[config.mk]
export PLATFORM = sky130hd
export DESIGN_NAME = json_string_unescape
export DESIGN_NICKNAME = d
export VERILOG_FILES = /design/src/hw/rtl/jsu_pkg.sv /design/src/hw/rtl/jsu_decode.sv /design/src/hw/rtl/jsu_out_queue.sv /design/src/hw/rtl/json_string_unescape.sv
export SDC_FILE = /design/constraint.sdc
export NUM_CORES = 1
export LEC_CHECK = 0
export ABC_CLOCK_PERIOD_IN_PS = 2900
export BUFFER_PORTS_ARGS = -buffer_cell sky130_fd_sc_hd__buf_4
export CORE_UTILIZATION = 58
export CTS_CLUSTER_DIAMETER = 150
export CTS_CLUSTER_SIZE = 20
export DETAILED_ROUTE_END_ITERATION = 8
export PLACE_DENSITY = 0.79
export SLEW_MARGIN = 40
export SYNTH_ARGS = -nofsm -noshare
export SYNTH_HDL_FRONTEND = slang
export SYNTH_SLANG_ARGS = --single-unit
[constraint.sdc]
create_clock -name clk -period 2.9 [get_ports clk]
set_input_delay 0.29 -clock clk [delete_from_list [all_inputs] [get_ports clk]]
set_output_delay 0.29 -clock clk [all_outputs]
set_load 0.02 [all_outputs]
[src/hw/rtl/jsu_pkg.sv]
package jsu_pkg;

  // result kinds
  localparam logic [1:0] KIND_BYTE  = 2'd0;
  localparam logic [1:0] KIND_CLOSE = 2'd1;
  localparam logic [1:0] KIND_ERR   = 2'd2;

  // error codes
  localparam logic [1:0] ERR_NO_QUOTE = 2'd0;
  localparam logic [1:0] ERR_BAD_HEX  = 2'd1;
  localparam logic [1:0] ERR_ESCAPE   = 2'd2;
  localparam logic [1:0] ERR_UNTERM   = 2'd3;

  // most results one input word can cause
  localparam int MaxRes = 3;

  typedef struct packed {
    logic [1:0] kind;
    logic [7:0] data;
    logic [1:0] err;
  } res_t;

  typedef struct packed {
    logic [1:0]            cnt;
    res_t [MaxRes-1:0]     res;
  } dec_out_t;

endpackage

[src/hw/rtl/jsu_decode.sv]
module jsu_decode (
  input  logic             clk,
  input  logic             rst,
  input  logic             adv,
  input  logic [7:0]       byte_value,
  input  logic             end_mark,
  input  logic             strict_mode,
  output jsu_pkg::dec_out_t dec
);
  import jsu_pkg::*;

  typedef enum logic [1:0] {
    WAIT,
    STR,
    ESC,
    HEX
  } mode_t;

  localparam logic [7:0] CH_QUOTE  = 8'h22;
  localparam logic [7:0] CH_BSLASH = 8'h5C;
  localparam logic [7:0] CH_SLASH  = 8'h2F;
  localparam logic [7:0] CH_U      = 8'h75;
  localparam logic [7:0] CH_B      = 8'h62;
  localparam logic [7:0] CH_F      = 8'h66;
  localparam logic [7:0] CH_N      = 8'h6E;
  localparam logic [7:0] CH_R      = 8'h72;
  localparam logic [7:0] CH_T      = 8'h74;

  mode_t       mode, mode_next;
  logic [11:0] hex_accum, hex_accum_next;
  logic [1:0]  hex_count, hex_count_next;

  logic        is_hex;
  logic [3:0]  hex_val;
  logic [15:0] cp;

  always_comb begin
    is_hex  = 1'b1;
    hex_val = byte_value[3:0];
    if (byte_value inside {[8'h30:8'h39]}) begin
      hex_val = byte_value[3:0];
    end else if (byte_value inside {[8'h61:8'h66], [8'h41:8'h46]}) begin
      hex_val = byte_value[3:0] + 4'd9;
    end else begin
      is_hex = 1'b0;
    end
  end

  assign cp = {hex_accum, hex_val};

  function automatic res_t mk(input logic [1:0] kind, input logic [7:0] data,
                              input logic [1:0] err);
    res_t r;
    r.kind = kind;
    r.data = data;
    r.err  = err;
    return r;
  endfunction

  always_comb begin
    dec            = '0;
    mode_next      = mode;
    hex_accum_next = hex_accum;
    hex_count_next = hex_count;
    if (end_mark) begin
      if (mode != WAIT) begin
        dec.cnt    = 2'd1;
        dec.res[0] = mk(KIND_ERR, 8'h00, ERR_UNTERM);
      end
      mode_next      = WAIT;
      hex_accum_next = '0;
      hex_count_next = '0;
    end else begin
      case (mode)
        STR: begin
          if (byte_value == CH_BSLASH) begin
            mode_next = ESC;
          end else if (byte_value == CH_QUOTE) begin
            dec.cnt    = 2'd1;
            dec.res[0] = mk(KIND_CLOSE, 8'h00, ERR_NO_QUOTE);
            mode_next  = WAIT;
          end else begin
            dec.cnt    = 2'd1;
            dec.res[0] = mk(KIND_BYTE, byte_value, ERR_NO_QUOTE);
          end
        end
        ESC: begin
          mode_next = STR;
          dec.cnt   = 2'd1;
          case (byte_value)
            CH_QUOTE, CH_BSLASH, CH_SLASH:
              dec.res[0] = mk(KIND_BYTE, byte_value, ERR_NO_QUOTE);
            CH_B: dec.res[0] = mk(KIND_BYTE, 8'h08, ERR_NO_QUOTE);
            CH_F: dec.res[0] = mk(KIND_BYTE, 8'h0C, ERR_NO_QUOTE);
            CH_N: dec.res[0] = mk(KIND_BYTE, 8'h0A, ERR_NO_QUOTE);
            CH_R: dec.res[0] = mk(KIND_BYTE, 8'h0D, ERR_NO_QUOTE);
            CH_T: dec.res[0] = mk(KIND_BYTE, 8'h09, ERR_NO_QUOTE);
            CH_U: begin
              dec.cnt        = 2'd0;
              mode_next      = HEX;
              hex_accum_next = '0;
              hex_count_next = '0;
            end
            default: begin
              if (strict_mode) begin
                dec.res[0] = mk(KIND_ERR, 8'h00, ERR_ESCAPE);
                mode_next  = WAIT;
              end else begin
                dec.res[0] = mk(KIND_BYTE, byte_value, ERR_NO_QUOTE);
              end
            end
          endcase
        end
        HEX: begin
          if (!is_hex) begin
            dec.cnt        = 2'd1;
            dec.res[0]     = mk(KIND_ERR, 8'h00, ERR_BAD_HEX);
            mode_next      = WAIT;
            hex_accum_next = '0;
            hex_count_next = '0;
          end else if (hex_count != 2'd3) begin
            hex_accum_next = {hex_accum[7:0], hex_val};
            hex_count_next = hex_count + 2'd1;
          end else begin
            // fourth digit: utf-8 encode the code point
            if (cp[15:7] == '0) begin
              dec.cnt    = 2'd1;
              dec.res[0] = mk(KIND_BYTE, cp[7:0], ERR_NO_QUOTE);
            end else if (cp[15:11] == '0) begin
              dec.cnt    = 2'd2;
              dec.res[0] = mk(KIND_BYTE, {3'b110, cp[10:6]}, ERR_NO_QUOTE);
              dec.res[1] = mk(KIND_BYTE, {2'b10, cp[5:0]}, ERR_NO_QUOTE);
            end else begin
              dec.cnt    = 2'd3;
              dec.res[0] = mk(KIND_BYTE, {4'b1110, cp[15:12]}, ERR_NO_QUOTE);
              dec.res[1] = mk(KIND_BYTE, {2'b10, cp[11:6]}, ERR_NO_QUOTE);
              dec.res[2] = mk(KIND_BYTE, {2'b10, cp[5:0]}, ERR_NO_QUOTE);
            end
            mode_next      = STR;
            hex_accum_next = '0;
            hex_count_next = '0;
          end
        end
        default: begin
          if (byte_value == CH_QUOTE) begin
            mode_next      = STR;
            hex_accum_next = '0;
            hex_count_next = '0;
          end else begin
            dec.cnt    = 2'd1;
            dec.res[0] = mk(KIND_ERR, 8'h00, ERR_NO_QUOTE);
            mode_next  = WAIT;
          end
        end
      endcase
    end
  end

  always_ff @(posedge clk) begin
    if (rst) begin
      mode      <= WAIT;
      hex_accum <= '0;
      hex_count <= '0;
    end else if (adv) begin
      mode      <= mode_next;
      hex_accum <= hex_accum_next;
      hex_count <= hex_count_next;
    end
  end

endmodule

[src/hw/rtl/jsu_out_queue.sv]
module jsu_out_queue (
  input  logic              clk,
  input  logic              rst,
  input  logic              load,
  input  jsu_pkg::dec_out_t dec,
  output logic              can_load,
  output logic              m_tvalid,
  input  logic              m_tready,
  output jsu_pkg::res_t     head,
  output logic              head_last
);
  import jsu_pkg::*;

  res_t [MaxRes-1:0] q;
  logic [1:0]        cnt;
  logic              pop;

  assign m_tvalid  = (cnt != 2'd0);
  assign pop       = m_tvalid && m_tready;
  // refill once the last pending word leaves
  assign can_load  = (cnt == 2'd0) || ((cnt == 2'd1) && m_tready);
  assign head      = q[0];
  assign head_last = (cnt == 2'd1);

  always_ff @(posedge clk) begin
    if (rst) begin
      cnt <= '0;
    end else if (load) begin
      cnt <= dec.cnt;
    end else if (pop) begin
      cnt <= cnt - 2'd1;
    end
  end

  always_ff @(posedge clk) begin
    if (load) begin
      q <= dec.res;
    end else if (pop) begin
      q[0] <= q[1];
      q[1] <= q[2];
    end
  end

endmodule

[src/hw/rtl/json_string_unescape.sv]
// json string unescaper
// s_* channel: one raw byte per word. s_tdata carries the byte; s_tuser set
// means the input has ended and the byte is ignored.
// m_* channel: one decoded result per word. m_tuser is the result kind
// (decoded byte, string closed, error), m_tdata holds the byte and the error
// code, m_tlast flags the last result caused by one input word.
// cfg_* channel: writes the strict flag; always ready, write only while idle.
// path: an accepted word lands in the input register, is decoded and is
// loaded into the result queue once the queue can take it; its first result
// then shows on m_*.
// throughput: one input word per cycle while m_tready is high and each word
// gives at most one result; a \u escape that gives two or three utf-8 bytes
// holds the input while the result queue drains, one result per cycle.
// stall: with m_tready low the result queue holds, then the input register
// fills and s_tready drops; nothing is lost or repeated.
// reset: clears the queue and the input register, waits for an opening
// quote and clears the strict flag.
module json_string_unescape (
  input  logic        clk,
  input  logic        rst,
  // input word: [7:0] byte_value
  input  logic [7:0]  s_tdata,
  // input flag: [0] end_mark
  input  logic        s_tuser,
  input  logic        s_tvalid,
  output logic        s_tready,
  // result word: [7:0] out_byte, [9:8] error_code, [15:10] zero
  output logic [15:0] m_tdata,
  // result flag: [1:0] result_kind
  output logic [1:0]  m_tuser,
  output logic        m_tlast,
  output logic        m_tvalid,
  input  logic        m_tready,
  input  logic        cfg_valid,
  output logic        cfg_ready,
  input  logic        cfg_data
);
  import jsu_pkg::*;

  // input register
  logic       in_valid;
  logic [7:0] in_byte;
  logic       in_end;

  logic       strict_mode;
  logic       can_load;
  logic       adv;
  dec_out_t   dec;
  res_t       head;

  assign cfg_ready = 1'b1;
  assign adv       = in_valid && can_load;
  assign s_tready  = !in_valid || can_load;

  always_ff @(posedge clk) begin
    if (rst) begin
      strict_mode <= 1'b0;
      in_valid    <= 1'b0;
    end else begin
      if (cfg_valid) begin
        strict_mode <= cfg_data;
      end
      if (s_tready) begin
        in_valid <= s_tvalid;
      end
    end
  end

  always_ff @(posedge clk) begin
    if (s_tvalid && s_tready) begin
      in_byte <= s_tdata;
      in_end  <= s_tuser;
    end
  end

  jsu_decode u_decode (
    .clk         (clk),
    .rst         (rst),
    .adv         (adv),
    .byte_value  (in_byte),
    .end_mark    (in_end),
    .strict_mode (strict_mode),
    .dec         (dec)
  );

  jsu_out_queue u_out_queue (
    .clk       (clk),
    .rst       (rst),
    .load      (adv),
    .dec       (dec),
    .can_load  (can_load),
    .m_tvalid  (m_tvalid),
    .m_tready  (m_tready),
    .head      (head),
    .head_last (m_tlast)
  );

  assign m_tdata = {6'd0, head.err, head.data};
  assign m_tuser = head.kind;

endmodule
== After elaboration in Yosys (flattened, before gate mapping) ==
Index checks and enable logic that the tools add are counted.

* Register bits after elaboration: 65
* Output and inout port bits: 22
* Bits of input ports: 15
* Word-level logic and storage cells: 125

* Multiplexer cells: 54
* Reductions and logical operators: 24
* Bitwise gates (word level): 2
* Add/subtract/negate cells: 3
* $lt $le $gt $ge: 6
* Eq/ne operators: 18

{| class="wikitable"
|+ Operators with widths
! operator !! count
|-
| 2-to-1 mux 12 bit || 15
|-
| case mux 12 bit (7 select lines) || 1
|-
| 2-to-1 mux 24 bit || 3
|-
| case mux 12 bit (3 select lines) || 2
|-
| == test 8 x 7 -> 1 bit, second input constant || 7
|-
| 2-to-1 mux 38 bit || 1
|-
| 2-to-1 mux 2 bit || 14
|-
| 2-to-1 mux 20 bit || 1
|-
| case mux 2 bit (3 select lines) || 3
|-
| == test 8 x 6 -> 1 bit, second input constant || 2
|-
| greater-or-equal comparator 8 x 7 -> 1 bit, second input constant || 2
|-
| <= comparator 8 x 7 -> 1 bit, second input constant || 2
|-
| 2-to-1 mux 11 bit || 1
|-
| 2-to-1 mux 10 bit || 1
|-
| logical NOT 9 bit || 1
|-
| 2-to-1 mux 1 bit || 9
|-
| greater-or-equal comparator 8 x 6 -> 1 bit, second input constant || 1
|-
| <= comparator 8 x 6 -> 1 bit, second input constant || 1
|-
| 2-to-1 mux 4 bit || 2
|-
| nonzero test 2 bit || 4
|-
| OR reduction 8 bit || 1
|-
| logical AND 1 bit || 7
|-
| OR reduction 6 bit || 1
|-
| logical NOT 5 bit || 1
|-
| other kinds (19) || 24
|}

== Depth between registers and ports, before layout ==
* Depth after elaboration: 12
* Depth in mapped cells: 9
* Gate-level depth less buffers: 9

== Hierarchy ==
A second synthesis with hierarchy kept.

* Cell total of the unflattened synthesis: 367
* Area total of the unflattened synthesis: 4011.3 µm²

{| class="wikitable"
|+ Modules (own cells, without submodules)
! module !! area an instance (µm²) !! cells each !! instances !! sequential area each (µm²)
|-
| jsu_decode || 1890.6 || 246 || 1 || 320.3
|-
| jsu_out_queue || 1694.1 || 94 || 1 || 1121.1
|-
| json_string_unescape || 426.7 || 27 || 1 || 310.3
|}

== Worst setup path after synthesis ==
Ideal clock, no wire load.

* Path type: register to register
* From: register in_byte[0]
* To: register u_out_queue.q, in the netlist u_out_queue.head[2] (data pin)
* Library setup time: 0.160 ns
* Buffers on the path: 0
* Slack: 0.430 ns
* Cell stages (with the launch flop): 9
* Required time: 2.740 ns
* Arrival time: 2.311 ns
* Period minus slack after synthesis: 2.470 ns
* Path through: edfxtp_1 > inv_1 > ha_1 > o21bai_1 > a2111oi_0 > a21oi_1 > or3_4 > a221o_1 > o211ai_1

* Longest elaborated chain between the ends: 11
* Elaborated cells between the ends (all ways): 35
* Those cells by class: 1 x add/sub; 6 x order compare; 9 x eq/ne; 14 x mux; 5 x reduce/logical

{| class="wikitable"
|+ RTL lines
! element !! RTL line !! text
|-
| start: declaration || json_string_unescape.sv:42 || <nowiki>logic [7:0] in_byte;</nowiki>
|-
| start signal: assignment || json_string_unescape.sv:71 || <nowiki>in_byte <= s_tdata;</nowiki>
|-
| greater-or-equal comparator 8 x 7 -> 1 bit or <= comparator 8 x 7 -> 1 bit (tied branches) || jsu_decode.sv:42 || <nowiki>end else if (byte_value inside {[8'h61:8'h66], [8'h41:8'h46]}) begin</nowiki>
|-
| logical AND 1 bit || jsu_decode.sv:42 ||
|-
| nonzero test 2 bit || jsu_decode.sv:42 ||
|-
| 2-to-1 mux 4 bit || jsu_decode.sv:42 ||
|-
| 2-to-1 mux 4 bit || jsu_decode.sv:40 || <nowiki>if (byte_value inside {[8'h30:8'h39]}) begin</nowiki>
|-
| 2-to-1 mux 12 bit || jsu_decode.sv:126 || <nowiki>if (cp[15:7] == '0) begin</nowiki>
|-
| 2-to-1 mux 38 bit || jsu_decode.sv:121 || <nowiki>end else if (hex_count != 2'd3) begin</nowiki>
|-
| 2-to-1 mux 12 bit || jsu_decode.sv:115 || <nowiki>if (!is_hex) begin</nowiki>
|-
| case mux 12 bit (3 select lines) * || jsu_decode.sv:74 || <nowiki>case (mode)</nowiki>
|-
| 2-to-1 mux 12 bit * || jsu_decode.sv:65 || <nowiki>if (end_mark) begin</nowiki>
|-
| 2-to-1 mux 24 bit * || jsu_out_queue.sv:36 || <nowiki>if (load) begin</nowiki>
|-
| end signal: assignment || jsu_out_queue.sv:37 || <nowiki>q <= dec.res;</nowiki>
|-
| end: declaration || jsu_out_queue.sv:14 || <nowiki>res_t [MaxRes-1:0] q;</nowiki>
|}

Mark *: on every way between the ends. The rest lies on a longest branch, timed or not.
A chain may end at the register's enable or synchronous reset.

== Worst setup path after layout ==
* From: register in_byte[1]
* To: register u_out_queue.q, in the netlist u_out_queue.head[4] (data pin)

The elaborated chain is that of the path after synthesis.

==> results.py <==
metrics = {
    "yosys": {
        "synth_compound_area_share_pct": 22.1,
        "synth_mux_area_share_pct": 1.34,
        "synth.avg_cell_area_um2": 9.98,
        "synth_edf_count": 35,
        "synth_flop_cell": "edfxtp_1",
        "synthSimpleGateAreaFrac_pct": 18.2,
        "syn_inst": 318,
        "synth-seq-cells": 55,
        "ys_seq_area_share_pct": 45.7,
        "synth_xor_area_share_pct": 0.276,
        "synth-async-reset-ratio_pct": 0,
        "ys_warn_count": 0,
        "yosys.area_share.adder_pct": 2.76,
        "yosysUniqueCellTypes": 73,
        "syn_area_um2": 3170,
        "synth_top_family_by_area": "compound AO/OA/AOI/OAI gates",
    },
    "clock_network": {
        "clk_pin_slew_ns": 0.10,
        "cts_sinks": 55,
        "cts-htree-levels": 2,
        "cts-root-buf": "clkbuf_8",
        "postCtsSetupRepairBufs": 0,
        "clk_latency_ns": 0.33,
        "cts_max_path_buffers": 2,
        "cts_made_buffers": 5,
        "cts_tree": "built",
    },
    "finish": {
        "drive_gt1_share_pct": 19.5,
        "finalNetCount": 360,
        "syn_to_final_growth_pct": 8.28,
        "layout_commonest_cell": "buf_4",
        "final_util_pct": 66.0,
        "final_area_um2": 3440,
        "n_antenna_cell": 0,
        "final_cell_mix": "buf_4 (39), edfxtp_1 (35), nor2_1 (28)",
    },
    "power_and_ir_drop": {
        "pwr-share-comb_pct": 21.3,
        "p_per_area_nw_per_um2": 534,
        "internal_power_uw": 1270,
        "power.switching_uw": 571,
        "leakagePower_uw": 0.00130,
        "swShare_pct": 31.1,
        "power.share.clock_pct": 24.8,
        "worst_ir_drop_vdd_v": 0.000339,
        "seqPwrFrac_pct": 53.9,
    },
    "floorplan": {
        "die_h_um": 76.0,
        "io_pins": 37,
        "core-area_um2": 5200,
        "die_x_um": 76.0,
        "initial_core_util_pct": 61.0,
        "dieArea_um2": 5770,
        "fp-row-count": 26,
    },
    "route": {
        "dr_wl_met3_um": 560,
        "wirelength_um": 7210,
        "top_layer": "met4",
        "drc": 0,
        "ant_nets": 0,
        "dr.pass1.iters": 5,
        "wl_met1_um": 3010,
        "drtIter0Drc": 252,
        "wl_met2_um": 3390,
        "viasPerCell": 6.30,
        "wl_per_cell_um": 17.6,
        "vias": 2578,
    },
    "hold_path": {
        "hold_class": "input pin to flip-flop",
    },
    "sta": {
        "setup_violations": 0,
        "slew_viol_final": 0,
        "finClkSkew_ns": 0.00558,
        "rsz0062_at_grt": "false",
        "relSlewSlack_pct": 50.1,
        "finalCriticalPeriod_ns": 2.72,
        "hold_violations": 0,
        "fmax_mhz": 368,
        "tightestPinTransition_ns": 0.738,
        "period_share_pct": 93.7,
        "tns_ns": 0,
    },
    "status": {
        "status": "complete, no violations",
    },
    "worst_setup_path": {
        "worst-setup-path-type": "flip-flop to flip-flop",
        "required_ns": 3.10,
        "r2r_slack_ns": 0.18,
        "cp-start-kind": "flip-flop",
        "worstSetupEndpointType": "flip-flop",
        "cp.arrival_ns": 2.92,
        "cp_max_fo": 6,
    },
    "placed_design": {
        "dp_hpwl_um": 5250,
        "port_buffers": 29,
        "gp_congestion": 0.953,
        "place_area_um2": 3340,
    },
    "global_routing": {
        "grt_max_degree": 25,
        "overflow": 0,
        "antenna_found_initial": 0,
        "grt_pass1_wl_um": 11800,
        "grt_pass1_vias": 2390,
        "grt_usage_pct": 26.1,
    },
    "flow_run": {
        "cap_violations": 0,
    },
}
==> Yosys cell counts (all sizes together), types with 2 or more instances <==
cell type  count  area share (%)
edfxtp        35              33
nor2          29             3.4
buf           24             5.8
nand2         23             2.7
o21ai         22             3.5
dfxtp         20              13
a21oi         17             2.7
inv           16             1.9
a22o           8             2.2
nor3           8             1.3
ha             7             2.8
and2           6             1.3
clkbuf         6             1.3
nor2b          6             1.2
o211ai         6             1.4
nand3          5            0.95
o2bb2ai        5             1.4
a211oi         4             1.3
a22oi          4            0.95
a21o           3            0.75
a221o          3            0.95
a31oi          3            0.59
a32oi          3            0.83
nand2b         3            0.59
nand4          3            0.59
nor4           3             1.1
o311ai         3            0.83
conb           2            0.24
mux2           2            0.71
mux2i          2            0.63
nor4b          2            0.75
o2111ai        2            0.55
o31ai          2            0.47
or2b           2            0.55
or3b           2            0.55
==> path summary, 6_finish.rpt <==
kind	startpoint	endpoint	cells past startpoint
worst max-delay path	in_byte[1]	u_out_queue.head[4]	8
worst min-delay path	s_tdata[1]	in_byte[1]	1
worst max register to register	in_byte[1]	u_out_queue.head[4]	8
worst min register to register	u_out_queue.cnt[1]	u_out_queue.cnt[1]	2
==> state kept, by name, indices dropped and copies added, names as in the netlist <==
signal	cells
u_decode.hex_count	2
u_out_queue.q	14
u_decode.mode	2
in_end	1
in_valid	1
in_byte	8
u_out_queue.head	12
u_decode.hex_accum	12
strict_mode	1
u_out_queue.cnt	2
==> per-stage QoR <==
step / cells / power (uW) / hold WS, ns / setup slack, ns
detailed placement: 401 / 1390 / 0.469 / 0.143
floorplan: 323 / 1300 / 0.389 / 0.430
global placement: 401 / 1390 / 0.464 / 0.228
finish: 409 / 1840 / 0.131 / 0.181
CTS: 409 / 1840 / 0.125 / 0.113
global route: 409 / 1910 / 0.119 / 0.0231
==> power groups by stage <==
stage / sequential, uW / clock (uW) / combinational [uW]
after floorplan: 982 / 0 / 313
after global placement: 1000 / 0 / 381
after detailed placement: 1010 / 0 / 388
after CTS: 989 / 459 / 389
after global routing: 996 / 493 / 423
final: 991 / 455 / 391
==> timing repair <==
| item | CTS | global route |
|---|---|---|
| gates resized for setup | 0 | 1 |
| endpoints found under the setup margin | 0 | 6 |
| hold buffers | 0 | 0 |
==> final cells by class <==
class / count / area (um2)
Sequential cell: 55 / 1450
Clock buffer: 5 / 68.8
Multi-Input combinational cell: 221 / 1450
Timing Repair Buffer: 39 / 293
Clock inverter: 3 / 27.5
Inverter: 16 / 60.1
Tap cell: 70 / 87.6
Fill cell: 415 / 1770
==> critical path: stages (launching register included) <==
cell and delay (ns):
edfxtp_1 0.48, inv_1 0.15, ha_1 0.29, o21bai_1 0.11, a2111oi_1 0.52, a21oi_1 0.19
or3_4 0.46, a221oi_1 0.24, a221o_1 0.15
==> cell families after synthesis <==
kind of cell | after synthesis
buffers and inverters | 47
other | 2
AO/OA/AOI/OAI | 98
XOR/XNOR | 1
flip-flops | 55
adder cells (fa/ha/maj) | 7
multiplexers | 4
AND/OR/NAND/NOR | 104
==> layer usage <==
metal	GRT usage, %	vias up
met3	5.51	28
met4	11.9	0
met2	41.5	133
li1	-	1204
met5	0	-
met1	34.2	1213
Note: power is estimated with default switching activity, not from simulation.
